===== src/bdlod_pkg.sv =====
// Package for the box distance detail-level selector.
// Holds widths, register indexes, reset values and the job record passed
// from the front end through the queue to the back end. No dependencies.
`timescale 1ns / 1ps
`default_nettype none

package bdlod_pkg;

    localparam int MAX_DEPTH  = 16;
    localparam int DEPTH_W    = $clog2(MAX_DEPTH + 1);
    localparam int COORD_W    = 32;
    localparam int MAG_W      = COORD_W + 1;
    localparam int HALF_W     = 31;
    localparam int THR_W      = 31;
    localparam int TDEPTH_W   = 5;
    localparam int LEVEL_W    = 4;
    localparam int SQ_W       = 2 * COORD_W;
    localparam int D2_W       = SQ_W + 2;
    localparam int T2_W       = 2 * THR_W;
    localparam int CMP_W      = D2_W + 2 * MAX_DEPTH;
    localparam int LV_W       = (DEPTH_W > LEVEL_W) ? DEPTH_W : LEVEL_W;

    localparam int CFG_IDX_W  = 2;
    localparam int CFG_DATA_W = 31;

    localparam logic [CFG_IDX_W-1:0] REG_TREE_DEPTH  = 2'd0;
    localparam logic [CFG_IDX_W-1:0] REG_GEOM_THRESH = 2'd1;
    localparam logic [CFG_IDX_W-1:0] REG_TEX_THRESH  = 2'd2;

    localparam logic [TDEPTH_W-1:0] RST_TREE_DEPTH  = 5'd8;
    localparam logic [THR_W-1:0]    RST_GEOM_THRESH = 31'd163840;
    localparam logic [THR_W-1:0]    RST_TEX_THRESH  = 31'd50233600;

    localparam logic KIND_GEOMETRY = 1'b0;
    localparam logic KIND_TEXTURE  = 1'b1;

    localparam int FIFO_DEPTH = 4;
    localparam int FIFO_PTR_W = $clog2(FIFO_DEPTH);
    localparam int FIFO_CNT_W = $clog2(FIFO_DEPTH + 1);

    typedef struct packed {
        logic [MAG_W-1:0]   mag_x;
        logic [MAG_W-1:0]   mag_y;
        logic [MAG_W-1:0]   mag_z;
        logic [HALF_W-1:0]  half_x;
        logic [HALF_W-1:0]  half_y;
        logic [HALF_W-1:0]  half_z;
        logic [THR_W-1:0]   thr;
        logic [DEPTH_W-1:0] depth;
    } t_job;

endpackage

`default_nettype wire


===== src/bdlod_fifo.sv =====
// Short job queue between the front end and the back end.
// Depends on bdlod_pkg.
`timescale 1ns / 1ps
`default_nettype none

module bdlod_fifo import bdlod_pkg::*; (
    input  wire   i_clk,
    input  wire   i_rst_n,
    input  wire   i_push,
    input  t_job  i_job,
    output logic  o_full,
    input  wire   i_pop,
    output t_job  o_job,
    output logic  o_empty
);

    t_job                  r_mem [FIFO_DEPTH];
    logic [FIFO_PTR_W-1:0] r_wr_ptr;
    logic [FIFO_PTR_W-1:0] r_rd_ptr;
    logic [FIFO_CNT_W-1:0] r_count;

    assign o_full  = (r_count == FIFO_CNT_W'(FIFO_DEPTH));
    assign o_empty = (r_count == '0);
    assign o_job   = r_mem[r_rd_ptr];

    always_ff @(posedge i_clk) begin
        if (!i_rst_n) begin
            r_wr_ptr <= '0;
            r_rd_ptr <= '0;
            r_count  <= '0;
        end else begin
            if (i_push) begin
                r_wr_ptr <= r_wr_ptr + 1'b1;
            end
            if (i_pop) begin
                r_rd_ptr <= r_rd_ptr + 1'b1;
            end
            if (i_push && !i_pop) begin
                r_count <= r_count + 1'b1;
            end else if (i_pop && !i_push) begin
                r_count <= r_count - 1'b1;
            end
        end
    end

    always_ff @(posedge i_clk) begin
        if (i_push) begin
            r_mem[r_wr_ptr] <= i_job;
        end
    end

endmodule

`default_nettype wire


===== config.mk =====
export PLATFORM = sky130hd
export DESIGN_NAME = bdlod_fifo
export DESIGN_NICKNAME = d
export VERILOG_FILES = /design/src/bdlod_pkg.sv /design/src/bdlod_fifo.sv
export SDC_FILE = /design/constraint.sdc
export NUM_CORES = 1
export LEC_CHECK = 0
export BUFFER_PORTS_ARGS = -buffer_cell sky130_fd_sc_hd__buf_2
export CAP_MARGIN = 20
export CORE_ASPECT_RATIO = 1.5
export CORE_MARGIN = 8
export CORE_UTILIZATION = 44
export CTS_BUF_LIST = sky130_fd_sc_hd__clkbuf_4 sky130_fd_sc_hd__clkbuf_8
export DETAILED_ROUTE_END_ITERATION = 8
export HOLD_SLACK_MARGIN = 0.12
export PLACE_DENSITY_LB_ADDON = 0.12
export SYNTH_ARGS = -nofsm -noshare
export SYNTH_HDL_FRONTEND = slang
export SYNTH_SLANG_ARGS = --single-unit

===== constraint.sdc =====
create_clock -name i_clk -period 7.3 [get_ports i_clk]
set_input_delay 0 -clock i_clk [delete_from_list [all_inputs] [get_ports i_clk]]
set_output_delay 0 -clock i_clk [all_outputs]
set_load 0.01 [all_outputs]

Yosys cells after proc, flatten, opt, wreduce, memory -nomap -nowiden
Memories as Yosys holds them, arrays and structs flattened. A register that Yosys moved wholly into a read port is not among the register bits.
Index checks and enable logic that the tools add are counted.
{"block": "word_totals", "reg_bits": 7, "ram_bits": 912, "in_bits": 232, "output_inout_bits": 230, "word_cells": 21, "n_memories": 1}
{"memory": "r_mem", "depth": 4, "word_bits": 228, "read_ports": 1, "rd_clocked_by_memory_dff": 1, "wr": 1, "line": "bdlod_fifo.sv:17", "rtl": "t_job r_mem [FIFO_DEPTH];"}
{"block": "classes", "addsub": 4, "eq_ne": 1, "muxes": 6, "n_reduce_logical": 6}
{"cell": "$mux W3", "count": 2}
{"cell": "$add A2 B1 Y2 const B", "count": 2}
{"cell": "$mux W2", "count": 2}
{"cell": "$add A3 B1 Y3 const B", "count": 1}
{"cell": "$eq A3 B3 Y1 const B", "count": 1}
{"cell": "$logic_not A3 Y1", "count": 1}
{"cell": "$sub A3 B1 Y3 const B", "count": 1}
{"cell": "$logic_and A1 B1 Y1", "count": 2}
{"cell": "$logic_not A1 Y1", "count": 2}
{"cell": "$mux W1", "count": 2}
{"cell": "$reduce_bool A2 Y1", "count": 1}

Logic depth before layout (Yosys ltp)
Gate-level depths: netlist of run 1.
{"block": "depth", "word_depth": 4, "ltp_mapped": 7, "depth_no_buf": 7}

Worst setup path before layout of run 1
Ideal clock, no wire load.
{"block": "synth_timing", "kind": "reg2reg", "startpoint": "reg r_wr_ptr[0]", "endpoint": "mem r_mem[0][0] in the netlist's numbering (enable)", "setup_time_ps": 616, "arrival_time_ps": 5717, "required_ps": 6684, "path_slack_ps": 967, "path_stages_with_launch": 4, "path_buffers": 0, "period_less_slack_ps": 6333, "cell_sequence": "dfxtp_1 -> inv_1 -> ha_1 -> and2_1"}
{"item": "start: declaration", "line": "bdlod_fifo.sv:18", "rtl": "logic [FIFO_PTR_W-1:0] r_wr_ptr;"}
{"item": "start signal: assignment", "line": "bdlod_fifo.sv:33", "rtl": "r_wr_ptr <= r_wr_ptr + 1'b1;"}
{"item": "end: declaration", "line": "bdlod_fifo.sv:17"}
Straight into the memory's write port.

==> results of run 1 <==
-- final cells by class --
type                            instances  area, µm²  area share
Inverter                                4       15.0    0.000341
Clock inverter                         52        303     0.00688
Antenna cell                            7       17.5    0.000398
Timing Repair Buffer                  940       7140       0.162
Multi-Input combinational cell        258       5400       0.123
Clock buffer                          187       2300      0.0524
Sequential cell                       921      27600       0.627
Tap cell                             1008       1260      0.0287
-- worst paths after layout --
check              startpoint             to  slack (ps)
setup / recovery    flip-flop      o_job[22]        4000
hold / removal          i_pop      flip-flop         270
setup reg to reg  r_wr_ptr[0]  r_mem[0][182]        4910
hold reg to reg   r_rd_ptr[1]      flip-flop         590
-- worst max-delay path, stage by stage, from the launching register on --
cell	delay [ps]
dfxtp_4	720
buf_12	470
mux4_2	490
buf_2	180
-- per-stage QoR --
step	cell area, µm²	util	worst slack [ps]
global placement	36700	0.484	4770
CTS	44000	0.580	3900
finish	44000	0.580	4000
detailed placement	36700	0.484	4770
floorplan	33600	-	967
global route	44000	0.580	3820
-- cells in the mapped netlist (all sizes together) --
| master | number | area [µm²] |
|---|---|---|
| edfxtp | 912 | 27400 |
| mux4 | 228 | 5130 |
| buf | 49 | 622 |
| and2 | 9 | 56.3 |
| dfxtp | 9 | 180 |
| ha | 5 | 62.6 |
| inv | 4 | 15.0 |
| xor2 | 3 | 26.3 |
| clkbuf | 2 | 7.51 |
| mux2i | 2 | 20.0 |
| nor2b | 2 | 12.5 |
| xnor2 | 2 | 17.5 |
| a21boi | 1 | 7.51 |
| fa | 1 | 20.0 |
| nand2 | 1 | 3.75 |
| nor3 | 1 | 5.00 |
| nor3b | 1 | 7.51 |
| o21ai | 1 | 5.00 |
| or3 | 1 | 6.26 |
-- report_power, final --
part	leakage (nW)	switching, mW	internal, mW	total (mW)
combinational	5.23	0.677	0.652	1.33
sequential	8.45	0.0660	6.08	6.15
clock	1.37	1.90	2.09	3.99
-- cells by family (layout without fill, tap and decap cells) --
kind of cell / Yosys count / in the layout / synth area share
AOI/OAI and AO/OA: 2 / 2 / 0.000372
xor gates and xnor gates: 5 / 5 / 0.00130
and+or+nand+nor: 15 / 15 / 0.00272
adders and majority gates: 6 / 6 / 0.00246
buffers and inverters: 55 / 1183 / 0.0192
DFF: 921 / 921 / 0.821
muxes: 230 / 230 / 0.153
other: 0 / 7 / 0
-- routing by layer --
layer / wire length (µm) / up-vias / GRT usage
li1: - / 7460 / -
met1: 30000 / 8720 / 0.219
met2: 37900 / 568 / 0.296
met3: 6380 / 131 / 0.0636
met4: 1690 / 6 / 0.0577
met5: 40 / - / 0
-- sequential cells by signal, indices dropped and copies added, names as in the netlist, named ones only --
register  flops
r_wr_ptr      2
r_mem       912
r_rd_ptr      2
r_count       3
==> impl_results.md, run 1 <==
- Slew @ Worst Pin: 1550 ps
- Die Wd: 242 µm
- Vias in the first global route: 18881
- Final Total Pwr: 11.5 mW
- Antenna-violating nets left: 0
- Wire length per cell: 22.5 µm
- Register bit total from synthesis: 921
- Hold_ws: 267 ps
- Cell Pwr Density: 261 nW/µm²
- Core Area: 75900 µm²
- CTS Root Cell: clkbuf_8
- Max transition margin: -0.0316
- Area of the mapped netlist: 33600 µm²
- Leak Pwr: 15.1 nW
- Fin nets: 2502
- Layout Area Growth over Synthesis: 31.0%
- Number of max-cap violations: 0
- Crit-path max FO: 155
- Commonest non-fill, non-tap cell in the layout: edfxtp_1
- Via density: 5.00
- Setup TNS: 0 ps
- Worst r2r path cells: 4
- Final setup viols: 0
- Part of the cycle the worst path needs: 0.452
- Slew Limit Fails: 40
- DRC viols: 0
- Synth Instances: 1234
- Nature of the critical path endpoint: output port
- DIE AREA: 85600 µm²
- H-tree levels: 4
- GRT Resource Usage Total: 0.179
- Vias: 16885
- Row count: 124
- CTS buffer count: 139
- # hold bufs at CTS: 464
- # IOs: 462
- GPL Wtd Cong: 0.737
- Failing checks: max-slew violations
- Syn_nets: 1472
- CTS tree: done
- Worst min path class: input port to flip-flop
- Grt ovf: 0
- Placed Cells incl. Taps: 2667
- Non-Filler Instances: 3377
- First-pass GRT wire length: 117000 µm
- Peak supply drop: 0.000201 V
- Setup Skew: 38.3 ps
- Status: complete, but fails checks
- Clock sinks: 921
- Most frequent cells in the layout: edfxtp_1, dlygate4sd3_1, buf_2, mux4_2, clkbuf_8
- Post-layout minimum cycle time: 3300 ps
- CTS resizes: 0
- Hold path cells: 5
- Crit Path Category: flip-flop to output port
- Largest net degree at the start of global routing: 156
- Yosys warns: 0
- Die height: 354 µm
- CTS Buffer Depth: 3
- DP HPWL: 43800 µm
- Layout cell share with drive strength beyond 1: 0.390
- Clk Latency, worst-skew pair: 770 ps
- Drt first-iter violations: 1016
- Post-CTS Setup Repair Bufs: 0
- Unrepaired setup endpoints after global routing: false
- Post-Route WL: 76000 µm
- Initial Util: 0.443
- Count of cell types in the netlist: 22
- Post-synthesis sequential area ratio: 0.821
- Fmax: 0.303 GHz
- CP arrival: 3300 ps
- Quantity of I/O buffers inserted on ports: 461
- Hold Vio Cnt, Final: 0
- Fillers: 5764
- First-pass DRT Iterations: 5
- Antenna violations before repair: 8
- Worst EP required: 7300 ps
- Startpoint class of the critical path: flip-flop
- Clock-pin slew on the worst setup and hold paths: 60 ps
- Avg Cell Area, Syn: 27.2 µm²
No activity file was read; power rests on OpenSTA's default activity.
==> run 2, diff against run 1 <==
- ABC_AREA: default -> 1
- clock period: 7.3 -> 3.35 ns (I/O delays scaled with it)
==> run 2 against run 1 <==
The run now ends clean. Worst hold slack better by 51 ps. Non-clock buffer count up 32. Core utilization up 0.16 points. Synthesized cell count up 83%. Critical path type unchanged. Highest routed layer unchanged.
==> impl_results.md, run 2 <==
- Cell Pwr Density: 560 nW/µm²
- Die height: 357 µm
- Worst min path class: input port to flip-flop
- Met3 Resource Use GR: 0.0550
- Worst EP required: 3350 ps
- Top FF cell, synth: edfxtp_1
- Count of cell types in the netlist: 21
- Number of flops mapped to enable cells by yosys: 912
- Hold Vio Cnt, Final: 0
- Setup Skew: 23.8 ps
- Area of the mapped netlist: 34100 µm²
- Vias: 23003
- Largest Register: r_mem
- Avg Cell Area, Syn: 15.1 µm²
- Initial Util: 0.442
- CTS buffer count: 144
- Commonest non-fill, non-tap cell in the layout: edfxtp_1
- GPL Wtd Cong: 0.759
- Clock Power Share: 0.358
- CP max stage cell: dfxtp_4
- Fillers: 6156
- Core Area: 77100 µm²
- Sequential Power Share: 0.530
- Hold path cells: 5
- Quantity of I/O buffers inserted on ports: 461
- Leak Pwr: 15.9 nW
- Worst r2r path cells: 8
- Switch Pwr: 6.05 mW
- Vias in the first global route: 23852
- Top delay family on crit path: buffers and inverters
- Layout cell share with drive strength beyond 1: 0.224
- First-pass GRT wire length: 138000 µm
- CP Depth: 5
- Post-layout minimum cycle time: 2900 ps
- Hold path startpoint: i_pop
- Top cell type's share of synthesized area: 0.804
- Syn_nets: 2501
- Top post-synthesis cells by area: edfxtp_1, o21ai_0, nor2_1
- Via density: 5.28
- Status: complete, no violations
- Crit path cell chain: clkinv_8 > buf_12 > o21ai_0 > o22ai_1 > buf_2
- Max transition margin: 0.424
- Non-Filler Instances: 4357
- DRC viols: 0
- CP arrival: 2900 ps
- Largest register FFs: 912
- Grt ovf: 0
- Startpoint class of the critical path: flip-flop
- Nature of the critical path endpoint: output port
- CTS Root Cell: clkbuf_8
- Combinational share of power: 0.113
- Area of the multi-input gates: 5640 µm²
- Drt first-iter violations: 1727
- Fin nets: 3468
- Global routing's busiest layer: met2
- Clock sinks: 921
- Grt met2 use: 0.336
- Slew Limit Fails: 0
- Synth Instances: 2263
- Hold EP: r_count[0]
- End of the worst register-to-register path: r_count[2]
- CTS Buffer Depth: 3
- Final worst-path setup slack: 453 ps
- Wire length per cell: 20.8 µm
- CP Buf/Inv Count: 3
- Grt met1 use: 0.254
- Largest regs: r_mem: 912 flops, r_count: 3 flops
- Synth area leader: edfxtp_1
- Layout Area Growth over Synthesis: 31.6%
- Most frequent cells after synthesis: edfxtp_1, nor2_1, o21ai_0, o22ai_1, o21ai_1
- Cell with the most instances after synthesis: edfxtp_1
- Placed Cells incl. Taps: 3636
- DP HPWL: 51000 µm
- Pre-CTS WS: 1150 ps
- Number of max-cap violations: 0
- Final setup viols: 0
- Crit-path max FO: 140
- Peak supply drop: 0.000418 V
- Clock-pin slew on the worst setup and hold paths: 60 ps
- DIE AREA: 86800 µm²
- Reg2Reg Setup Slack: 990 ps
- Ys async rst share: 0
- Antenna-violating nets left: 0
- Crit path largest cell delay: 390 ps
- Crit Path Category: flip-flop to output port
- H-tree levels: 4
- CTS tree: done
- GRT Resource Usage Total: 0.203
- Row count: 125
- Clk Latency, worst-skew pair: 780 ps
- Post-Route WL: 90500 µm
- Switching Fraction: 0.241
- Part of the cycle the worst path needs: 0.865
- Fmax: 0.345 GHz
- Register area: 27600 µm²
- First-pass DRT Iterations: 6
- Register bit total from synthesis: 921
- Power Internal: 19.1 mW
- Antenna violations before repair: 12
- Hold_ws: 318 ps
- Die Wd: 243 µm
- # IOs: 462
- Worst r2r src: r_count[0]
- Yosys warns: 0
- Largest net degree at the start of global routing: 181
- Most frequent cells in the layout: edfxtp_1, dlygate4sd3_1, nor2_1, buf_2, o21ai_0
- Post-synthesis sequential area ratio: 0.809
- Slew @ Worst Pin: 864 ps
- Unrepaired setup endpoints after global routing: false
-- run 2: cell count changes after synthesis, moves of 8 or more --
cell      delta
and2_1       -9
buf_12      -24
buf_2       +24
buf_4       +13
buf_6       +16
clkbuf_1    +67
inv_1       +12
mux4_2     -228
nand2_1      +8
nor2_1     +461
o21ai_0    +391
o21ai_1     +70
o22ai_1    +228
-- run 2: power groups by stage --
stage / Combinational (mW) / Sequential, mW / Clock, mW
finish: 2.83 / 13.3 / 8.98
global route: 3.08 / 13.3 / 9.69
CTS: 2.87 / 13.3 / 9.23
detailed placement: 2.41 / 13.5 / 0
global placement: 2.36 / 13.5 / 0
floorplan: 1.24 / 13.6 / 0
-- run 2: timing repair --
action | 4_1_cts | 5_1_grt
endpoints found under the setup margin | 0 | 0
resized for setup | 0 | 0
endpoints found under the hold margin | 980 | 0
setup buffers | 0 | 0
hold buffers | 464 | 0
-- run 2: how the worst max path moves through the flow --
stage / slack, ps / to / from
global placement: 1170 / r_mem[1][198] / r_wr_ptr[1]
floorplan: -1050 / r_mem[0][0] / r_wr_ptr[0]
global route: 300 / o_job[185] / flip-flop
finish: 450 / o_job[215] / flip-flop
detailed placement: 1150 / r_mem[1][127] / r_wr_ptr[1]
CTS: 410 / o_job[185] / flip-flop
-- run 2: layout make-up --
class                   instances  share of cell area
inverters                      17             0.00215
flip-flops and latches        921               0.615
multi-input cells            1174               0.126
clock inverters                57             0.00828
repair buffers                972               0.168
clock buffers                 189              0.0521
diodes                         11            0.000614
well taps                    1016              0.0283
-- run 2: kinds of logic (layout without fill, tap and decap cells) --
family                   Yosys count  in the layout  share of synthesized area
flip-flops                       921            921                      0.809
AO/OA/AOI/OAI                    694            694                      0.110
AND/OR/NAND/NOR                  474            474                     0.0524
buffers and inverters            168           1235                     0.0260
adder cells (fa/ha/maj)            6              6                    0.00242
other                              0             11                          0
-- run 2: metrics by stage --
stage               TNS [ps]  area, µm²   util  total power, mW
floorplan            -951300      34100      -             14.8
finish                     0      44900  0.582             25.1
global placement           0      37500  0.486             15.9
CTS                        0      44800  0.581             25.4
global route               0      44800  0.582             26.1
detailed placement         0      37500  0.486             16.0
-- run 2: worst reg2reg max path, cell delays in order, from the launching register on --
cell	delay, ps
dfxtp_1	350
fa_1	450
inv_1	80
nand2_1	80
nand4_1	90
nand2_1	50
dlygate4sd3_1	560
nor2_1	90
dlygate4sd3_1	550
-- run 2: layer usage --
layer,up-vias,wire length (µm)
met3,151,6690
li1,10566,-
met4,6,2710
met1,11501,36900
met2,779,44200
met5,-,28
