File: src/bdlod_pkg.sv
// Package for the box distance detail-level selector.
// Holds widths, register indexes, reset values and the job record passed
// from the front end through the queue to the back end. No dependencies.
`timescale 1ns / 1ps
`default_nettype none

package bdlod_pkg;

    localparam int MAX_DEPTH  = 16;
    localparam int DEPTH_W    = $clog2(MAX_DEPTH + 1);
    localparam int COORD_W    = 32;
    localparam int MAG_W      = COORD_W + 1;
    localparam int HALF_W     = 31;
    localparam int THR_W      = 31;
    localparam int TDEPTH_W   = 5;
    localparam int LEVEL_W    = 4;
    localparam int SQ_W       = 2 * COORD_W;
    localparam int D2_W       = SQ_W + 2;
    localparam int T2_W       = 2 * THR_W;
    localparam int CMP_W      = D2_W + 2 * MAX_DEPTH;
    localparam int LV_W       = (DEPTH_W > LEVEL_W) ? DEPTH_W : LEVEL_W;

    localparam int CFG_IDX_W  = 2;
    localparam int CFG_DATA_W = 31;

    localparam logic [CFG_IDX_W-1:0] REG_TREE_DEPTH  = 2'd0;
    localparam logic [CFG_IDX_W-1:0] REG_GEOM_THRESH = 2'd1;
    localparam logic [CFG_IDX_W-1:0] REG_TEX_THRESH  = 2'd2;

    localparam logic [TDEPTH_W-1:0] RST_TREE_DEPTH  = 5'd8;
    localparam logic [THR_W-1:0]    RST_GEOM_THRESH = 31'd163840;
    localparam logic [THR_W-1:0]    RST_TEX_THRESH  = 31'd50233600;

    localparam logic KIND_GEOMETRY = 1'b0;
    localparam logic KIND_TEXTURE  = 1'b1;

    localparam int FIFO_DEPTH = 4;
    localparam int FIFO_PTR_W = $clog2(FIFO_DEPTH);
    localparam int FIFO_CNT_W = $clog2(FIFO_DEPTH + 1);

    typedef struct packed {
        logic [MAG_W-1:0]   mag_x;
        logic [MAG_W-1:0]   mag_y;
        logic [MAG_W-1:0]   mag_z;
        logic [HALF_W-1:0]  half_x;
        logic [HALF_W-1:0]  half_y;
        logic [HALF_W-1:0]  half_z;
        logic [THR_W-1:0]   thr;
        logic [DEPTH_W-1:0] depth;
    } t_job;

endpackage

`default_nettype wire

File: src/bdlod_if.sv
// Channel interfaces of the box distance detail-level selector.
// Query, result and register write channels. Depends on bdlod_pkg.
`timescale 1ns / 1ps
`default_nettype none

interface bdlod_in_if import bdlod_pkg::*; ();
    logic                      valid;
    logic                      ready;
    logic                      kind;
    logic signed [COORD_W-1:0] center_x;
    logic signed [COORD_W-1:0] center_y;
    logic signed [COORD_W-1:0] center_z;
    logic [HALF_W-1:0]         half_x;
    logic [HALF_W-1:0]         half_y;
    logic [HALF_W-1:0]         half_z;
    logic signed [COORD_W-1:0] view_x;
    logic signed [COORD_W-1:0] view_y;
    logic signed [COORD_W-1:0] view_z;

    modport source (output valid, kind, center_x, center_y, center_z, half_x, half_y,
                    half_z, view_x, view_y, view_z, input ready);
    modport sink (input valid, kind, center_x, center_y, center_z, half_x, half_y,
                  half_z, view_x, view_y, view_z, output ready);
endinterface


interface bdlod_cfg_if import bdlod_pkg::*; ();
    logic                  valid;
    logic                  ready;
    logic [CFG_IDX_W-1:0]  index;
    logic [CFG_DATA_W-1:0] data;

    modport source (output valid, index, data, input ready);
    modport sink (input valid, index, data, output ready);
endinterface

`default_nettype wire

File: src/bdlod_front.sv
// Front end: configuration registers, query intake, per-axis offset magnitude,
// threshold and depth selection. Depends on bdlod_pkg and bdlod_if.
`timescale 1ns / 1ps
`default_nettype none

module bdlod_front import bdlod_pkg::*; (
    input  wire         i_clk,
    input  wire         i_rst_n,
    bdlod_in_if.sink    i_in,
    bdlod_cfg_if.sink   i_cfg,
    input  wire         i_q_full,
    output logic        o_push,
    output t_job        o_job
);

    logic [TDEPTH_W-1:0] r_tree_depth;
    logic [THR_W-1:0]    r_geom_thresh;
    logic [THR_W-1:0]    r_tex_thresh;
    logic                r_valid;
    t_job                r_job;
    t_job                n_job;

    logic signed [MAG_W-1:0] d_vc_x, d_cv_x, d_vc_y, d_cv_y, d_vc_z, d_cv_z;
    logic [THR_W-1:0]        thr_sel;
    logic                    take;

    assign i_cfg.ready = 1'b1;

    always_ff @(posedge i_clk) begin
        if (!i_rst_n) begin
            r_tree_depth  <= RST_TREE_DEPTH;
            r_geom_thresh <= RST_GEOM_THRESH;
            r_tex_thresh  <= RST_TEX_THRESH;
        end else if (i_cfg.valid) begin
            case (i_cfg.index)
                REG_TREE_DEPTH:  r_tree_depth  <= i_cfg.data[TDEPTH_W-1:0];
                REG_GEOM_THRESH: r_geom_thresh <= i_cfg.data[THR_W-1:0];
                REG_TEX_THRESH:  r_tex_thresh  <= i_cfg.data[THR_W-1:0];
                default: ;
            endcase
        end
    end

    assign o_push     = r_valid && !i_q_full;
    assign i_in.ready = !r_valid || !i_q_full;
    assign take       = i_in.valid && i_in.ready;
    assign o_job      = r_job;

    always_comb begin
        d_vc_x = {i_in.view_x[COORD_W-1], i_in.view_x} - {i_in.center_x[COORD_W-1], i_in.center_x};
        d_cv_x = {i_in.center_x[COORD_W-1], i_in.center_x} - {i_in.view_x[COORD_W-1], i_in.view_x};
        d_vc_y = {i_in.view_y[COORD_W-1], i_in.view_y} - {i_in.center_y[COORD_W-1], i_in.center_y};
        d_cv_y = {i_in.center_y[COORD_W-1], i_in.center_y} - {i_in.view_y[COORD_W-1], i_in.view_y};
        d_vc_z = {i_in.view_z[COORD_W-1], i_in.view_z} - {i_in.center_z[COORD_W-1], i_in.center_z};
        d_cv_z = {i_in.center_z[COORD_W-1], i_in.center_z} - {i_in.view_z[COORD_W-1], i_in.view_z};

        thr_sel = (i_in.kind == KIND_TEXTURE) ? r_tex_thresh : r_geom_thresh;

        n_job.mag_x  = d_vc_x[MAG_W-1] ? d_cv_x : d_vc_x;
        n_job.mag_y  = d_vc_y[MAG_W-1] ? d_cv_y : d_vc_y;
        n_job.mag_z  = d_vc_z[MAG_W-1] ? d_cv_z : d_vc_z;
        n_job.half_x = i_in.half_x;
        n_job.half_y = i_in.half_y;
        n_job.half_z = i_in.half_z;
        n_job.thr    = (thr_sel == '0) ? THR_W'(1) : thr_sel;
        if ({1'b0, r_tree_depth} > (TDEPTH_W + 1)'(MAX_DEPTH)) begin
            n_job.depth = DEPTH_W'(MAX_DEPTH);
        end else begin
            n_job.depth = DEPTH_W'(r_tree_depth);
        end
    end

    always_ff @(posedge i_clk) begin
        if (!i_rst_n) begin
            r_valid <= 1'b0;
        end else if (take) begin
            r_valid <= 1'b1;
        end else if (o_push) begin
            r_valid <= 1'b0;
        end
    end

    always_ff @(posedge i_clk) begin
        if (take) begin
            r_job <= n_job;
        end
    end

endmodule

`default_nettype wire

File: src/flat_wrapper.sv
// flat-port wrapper written by rule: the top's interface ports become plain ports
module bdlod_front_flat import bdlod_pkg::*;
  (i_clk, i_rst_n, i_q_full, o_push, o_job, i_in_valid, i_in_kind, i_in_center_x, i_in_center_y, i_in_center_z, i_in_half_x, i_in_half_y, i_in_half_z, i_in_view_x, i_in_view_y, i_in_view_z, i_in_ready, i_cfg_valid, i_cfg_index, i_cfg_data, i_cfg_ready);
  bdlod_in_if i_in_i ();
  bdlod_cfg_if i_cfg_i ();
  input  wire i_clk;
  input  wire i_rst_n;
  input  wire i_q_full;
  output logic o_push;
  output t_job o_job;
  input wire logic [$bits(i_in_i.valid)-1:0] i_in_valid;
  input wire logic [$bits(i_in_i.kind)-1:0] i_in_kind;
  input wire logic [$bits(i_in_i.center_x)-1:0] i_in_center_x;
  input wire logic [$bits(i_in_i.center_y)-1:0] i_in_center_y;
  input wire logic [$bits(i_in_i.center_z)-1:0] i_in_center_z;
  input wire logic [$bits(i_in_i.half_x)-1:0] i_in_half_x;
  input wire logic [$bits(i_in_i.half_y)-1:0] i_in_half_y;
  input wire logic [$bits(i_in_i.half_z)-1:0] i_in_half_z;
  input wire logic [$bits(i_in_i.view_x)-1:0] i_in_view_x;
  input wire logic [$bits(i_in_i.view_y)-1:0] i_in_view_y;
  input wire logic [$bits(i_in_i.view_z)-1:0] i_in_view_z;
  output wire logic [$bits(i_in_i.ready)-1:0] i_in_ready;
  input wire logic [$bits(i_cfg_i.valid)-1:0] i_cfg_valid;
  input wire logic [$bits(i_cfg_i.index)-1:0] i_cfg_index;
  input wire logic [$bits(i_cfg_i.data)-1:0] i_cfg_data;
  output wire logic [$bits(i_cfg_i.ready)-1:0] i_cfg_ready;
  assign i_in_i.valid = i_in_valid;
  assign i_in_i.kind = i_in_kind;
  assign i_in_i.center_x = i_in_center_x;
  assign i_in_i.center_y = i_in_center_y;
  assign i_in_i.center_z = i_in_center_z;
  assign i_in_i.half_x = i_in_half_x;
  assign i_in_i.half_y = i_in_half_y;
  assign i_in_i.half_z = i_in_half_z;
  assign i_in_i.view_x = i_in_view_x;
  assign i_in_i.view_y = i_in_view_y;
  assign i_in_i.view_z = i_in_view_z;
  assign i_in_ready = i_in_i.ready;
  assign i_cfg_i.valid = i_cfg_valid;
  assign i_cfg_i.index = i_cfg_index;
  assign i_cfg_i.data = i_cfg_data;
  assign i_cfg_ready = i_cfg_i.ready;
  bdlod_front u_core (.i_clk(i_clk), .i_rst_n(i_rst_n), .i_in(i_in_i), .i_cfg(i_cfg_i), .i_q_full(i_q_full), .o_push(o_push), .o_job(o_job));
endmodule
File: config.mk
export PLATFORM = sky130hd
export DESIGN_NAME = bdlod_front_flat
export DESIGN_NICKNAME = d
export VERILOG_FILES = /design/src/bdlod_pkg.sv /design/src/bdlod_if.sv /design/src/bdlod_front.sv /design/src/flat_wrapper.sv
export SDC_FILE = /design/constraint.sdc
export NUM_CORES = 1
export LEC_CHECK = 0
export BUFFER_PORTS_ARGS = -buffer_cell sky130_fd_sc_hd__buf_4
export CAP_MARGIN = 20
export CORE_ASPECT_RATIO = 1.2
export CORE_MARGIN = 1
export CORE_UTILIZATION = 42
export CTS_BUF_LIST = sky130_fd_sc_hd__clkbuf_8
export CTS_CLUSTER_DIAMETER = 60
export CTS_CLUSTER_SIZE = 25
export DETAILED_ROUTE_END_ITERATION = 10
export PLACE_DENSITY = 0.62
export REMOVE_ABC_BUFFERS = 1
export SLEW_MARGIN = 15
export SYNTH_ARGS = -nofsm -noshare
export SYNTH_HDL_FRONTEND = slang
export SYNTH_SLANG_ARGS = --single-unit
File: constraint.sdc
create_clock -name i_clk -period 9.4 [get_ports i_clk]
set_clock_uncertainty 0.05 [all_clocks]
set_input_delay 2.35 -clock i_clk [delete_from_list [all_inputs] [get_ports i_clk]]
set_output_delay 2.35 -clock i_clk [all_outputs]
set_load 0.02 [all_outputs]
Word level (Yosys, flattened, before mapping)
Index checks and enable logic that the tools add are counted.
Widths: inputs -> output; s select.
{"block": "word_totals", "out_inout_bits": 231, "rom_bits": 0, "ram_bits": 0, "wordCells": 41, "memories": 0, "input_bits": 324, "reg_bits": 296, "latch_bits": 0}
{"block": "classes", "eq_ne": 2, "addsub": 6, "shift": 0, "n_div": 0, "multipliers": 0, "n_bitwise": 0, "mux": 6, "n_reduce_logical": 11, "magnitude_cmp": 1}
{"op": "$sub 32x32->33", "n": 6}
{"op": "$mux 32", "n": 3}
{"op": "$logic_not 31->1", "n": 1}
{"op": "$mux 31", "n": 1}
{"op": "$reduce_and 2->1", "n": 3}
{"op": "$gt 5x5->1 const B", "n": 1}
{"op": "$eq 2x1->1 const B", "n": 1}
{"op": "$eq 2x2->1 const B", "n": 1}
{"op": "$logic_and 1x1->1", "n": 2}
{"op": "$logic_not 1->1", "n": 2}
{"op": "$logic_not 2->1", "n": 1}
{"op": "$mux 1", "n": 2}
{"op": "$reduce_bool 2->1", "n": 1}
{"op": "$logic_or 1x1->1", "n": 1}

Logic depth before layout (Yosys ltp)
{"block": "logic_depth", "ltp_word": 4, "mapped_depth": 14}

Worst setup path before layout
Ideal clock, no wire load.
{"block": "synth_timing", "path_kind": "input to register", "startpoint": "input port i_q_full", "endpoint": "register u_core.r_job, in the netlist u_core.o_job[0] (enable)", "n_path_buf": 0, "slack_ns": 0.967, "required_ns": 8.733, "setup_time_ns": 0.617, "arrival_ns": 7.766, "stages": 2, "cell_sequence": "nand2_1 > and2_1"}
{"block": "synth_via", "elab_chain_cells": 3}
{"item": "start, declared", "line": "flat_wrapper.sv:8", "text": "input wire i_q_full;"}
{"item": "$logic_not 1->1", "line": "bdlod_front.sv:45", "text": "assign i_in.ready = !r_valid || !i_q_full;"}
{"item": "$logic_or 1x1->1", "line": "bdlod_front.sv:45"}
{"item": "$logic_and 1x1->1", "line": "bdlod_front.sv:46", "text": "assign take = i_in.valid && i_in.ready;"}
{"item": "net u_core.take", "line": "bdlod_front.sv:25", "text": "logic take;"}
{"item": "end signal, assigned", "line": "bdlod_front.sv:85", "text": "r_job <= n_job;"}
{"item": "end, declared", "line": "bdlod_front.sv:20", "text": "t_job r_job;"}
The timed path passes the listed nets, and every way through them passes these cells.
A chain may end at the register's enable or synchronous reset.

==> metrics.txt <==
Reg area=8208 um^2; detailed router's first-iteration violation count=1262; GPL Wtd Cong=0.9720; hold crit path type=reg2reg; half-perimeter wire length after placement=53570 um; fraction of layout cells with a size suffix above 1=25.13%; crit end category=register; Worst Hold Path EP=u_core.r_tex_thresh[12]; top area cells in the synthesized netlist=edfxtp_1, ha_1, dfxtp_1; Avg WL per Cell=20.18 um; NumNets Final=3192; M3 GR Usage=4.766%; Yosys cell types=90; area leader, netlist=edfxtp_1; Clock Sinks=296; Setup violations, final=0; remaining routing DRC violations=0; Die Wd=204.5 um; dpl ws=3.148 ns; Slew HR=35.56%; Top Usage Layer GRT=met2; fillcell total=4505; CTS Buf Count=27; reg2reg end=u_core.o_job[150]; type of origin of the critical path=input pin; Hold Path Origin=u_core.r_tex_thresh[12]; area grow syn2layout=25.48%; top post-synthesis cells by count=nand2_1, edfxtp_1, inv_1, ha_1, a21oi_1; Crit-path slowest cell=o21ai_4; initial antenna violation count=4; number of synthesized flops with an enable pin=228; Row Count=88; DRT antenna net count=0; Fin Setup TNS=0 ns; Cell Area, Synth=20660 um^2; cells on worst reg2reg path=3; Required @ worst endpoint=9.78 ns; Clk Latency, worst-skew pair=0.67 ns; final setup margin=3.812 ns; Chip Height=244.9 um; met1 usage=29.29%; outcome=finished clean; # Post-CTS Setup Buffers=0; cell chain of the critical path=buf_4 > inv_1 > ha_1 > a21oi_1 > a22oi_1 > and3b_1 > a32o_1 > a21oi_4 > o21ai_4 > buf_4 > mux2i_1 > o221ai_1 > xor2_1; via count=18.13k; final std cells w/o fill=3324; leakage power=11.96 nW; Data arrival, critical path=5.97 ns; asr flop ratio synth=0%; Syn Area/Cell=9.381 um^2; Pre-antenna DRT Iters=8; PortBufs=553; slowest stage delay, CP=0.66 ns; max-cap viol count=0; Die Footprint=50080 um^2; Initial Utilization=42.74%; Hold Buf Count CTS=0; number of I/O pins=555; Overall Global Routing Usage=25.82%; R2R setup slack=6.95 ns; pwr/cell area=153.5 nW/um^2; RSZ-0062 raised after global routing=no; Slew Viols, Final=0; most numerous cell in the Yosys netlist=nand2_1; R2R Path Start=u_core.r_valid; post-CTS sizing=0; pin count of the biggest net entering global routing=174; Tmin final=5.588 ns; Syn Inst Count=2202; most used cell, CP=buf_4; first-pass GRT wire length=101300 um; drt via density=5.453; actual slew at the worst max-slew pin=0.9666 ns; Power Total=3.978 mW; TritonCTS clock tree=yes; period utilization=59.45%; vias in the first global route=18.07k; grt met2 use=47.96%; crit-path max FO=24; worst vdd ir=160.1 uV; footprint of the multi-input gates=11090 um^2; hold depth=2; Setup CP Type=in2reg; CTS root buf=clkbuf_8; Top delay family on crit path=compound AO/OA/AOI/OAI gates; Yosys top cell area share=33.14%; worst-case clock buffer depth=3; fmax=179.0 MHz; Buffers & Inverters on Critical Path=3; placed cells=3271; final wirelength=67070 um; CTS clock-pin slew for the worst setup and hold paths=0.13 ns; core area=48340 um^2; final hold viol count=0; register area share after synthesis=39.73%; Ys Warns=0; Yosys reg bits=296; H-tree depth=1; Overflow after GRT=0; Synth Flop Type=edfxtp_1
registers in the layout, indices dropped and copies added (netlist names):
signal / flops
u_core.r_geom_thresh: 31
u_core.r_valid: 1
u_core.o_job: 228
u_core.r_tree_depth: 5
u_core.r_tex_thresh: 31
worst register-to-register path, delay by kind of cell, from the launching register on:
family | cells | cell delay (ns)
flops | 1 | 0.34
buf+inv | 1 | 0.76
simple gates | 2 | 0.75
per-layer routing:
metal	wire length, um	vias up	share of wire, %
li1	-	8747	-
met1	25770	8657	38
met2	34950	635	52
met3	4228	87	6.3
met4	2127	0	3.2
met5	0	-	0
how the worst max path moves through the flow:
stage | end | start | cells after the start
after floorplan | u_core.o_job[0] | i_q_full | 2
after global placement | u_core.o_job[172] | i_in_view_y[20] | 13
after detailed placement | u_core.o_job[172] | i_in_view_y[21] | 13
after CTS | u_core.o_job[172] | i_in_view_y[21] | 13
after global routing | u_core.o_job[215] | i_in_view_x[17] | 13
final | u_core.o_job[172] | i_in_view_y[21] | 13
placed cells by master, fill, tap and decap left out, types with 7 or more instances in the layout:
cell      netlist  final
o31ai_1        11     11
a21o_1         92     92
nand2b_1       17     17
a211oi_1       23     23
a211o_1         7      7
edfxtp_1      228    228
or3_1          14     14
nand3_1        35     35
ha_1          192    192
nand3b_1        7      7
clkbuf_8        0     27
a31oi_1        26     26
and2_1          8      7
nor2_1         92     92
a21oi_1       173    173
o21a_1         17     17
o21ai_0       106    106
o21bai_1       19     19
o211ai_1       25     25
xor2_1         41     41
and3_1         10     10
nor4_1         10     10
nor2b_1        41     41
nor3_1         23     23
nand2_1       233    233
inv_1         223    223
a21boi_0       56     56
buf_4           5    560
nand4_1        28     28
a221oi_1        8      8
dfxtp_1        68     68
mux2_2         35     35
mux2i_1        48     48
xnor2_1        47     47
area by class of cell:
cell class | count | share of cell area (%)
timing repair buffer | 561 | 16.30
sequential | 296 | 31.66
inverter | 223 | 3.229
clock buffer | 27 | 1.434
clock inverter | 22 | 1.511
multi-input combinational | 1561 | 42.79
antenna | 4 | 0.03862
tap | 630 | 3.041
power by group:
group | internal, mW | leakage (nW) | switching, mW
registers | 1.58 | 2.77 | 0.0396
clock network | 0.353 | 0.366 | 0.617
logic | 0.569 | 8.83 | 0.822
per-stage QoR:
step	instance area, um^2	util (%)	hold slack [ns]
3_3_place_gp	25150	52.03	0.3951
6_report	25920	53.63	0.4187
5_1_grt	25920	53.62	0.4405
3_5_place_dp	25150	52.03	0.4037
2_1_floorplan	20120	-	0.3818
4_1_cts	25910	53.61	0.4226
cells by family (layout without fill, tap and decap cells):
kind of cell    count (synthesis)  in the layout  synth area share (%)
other cells                     1              5               0.01815
buf+inv                       345            833                 6.657
simple gates                  545            545                 12.62
mux                            85             85                 4.379
xor+xnor                       88             88                 3.731
compound gates                644            644                 20.65
flops                         296            296                 39.73
fa+ha+maj                     198            198                 12.21
Note: power is estimated with default switching activity, not from simulation.
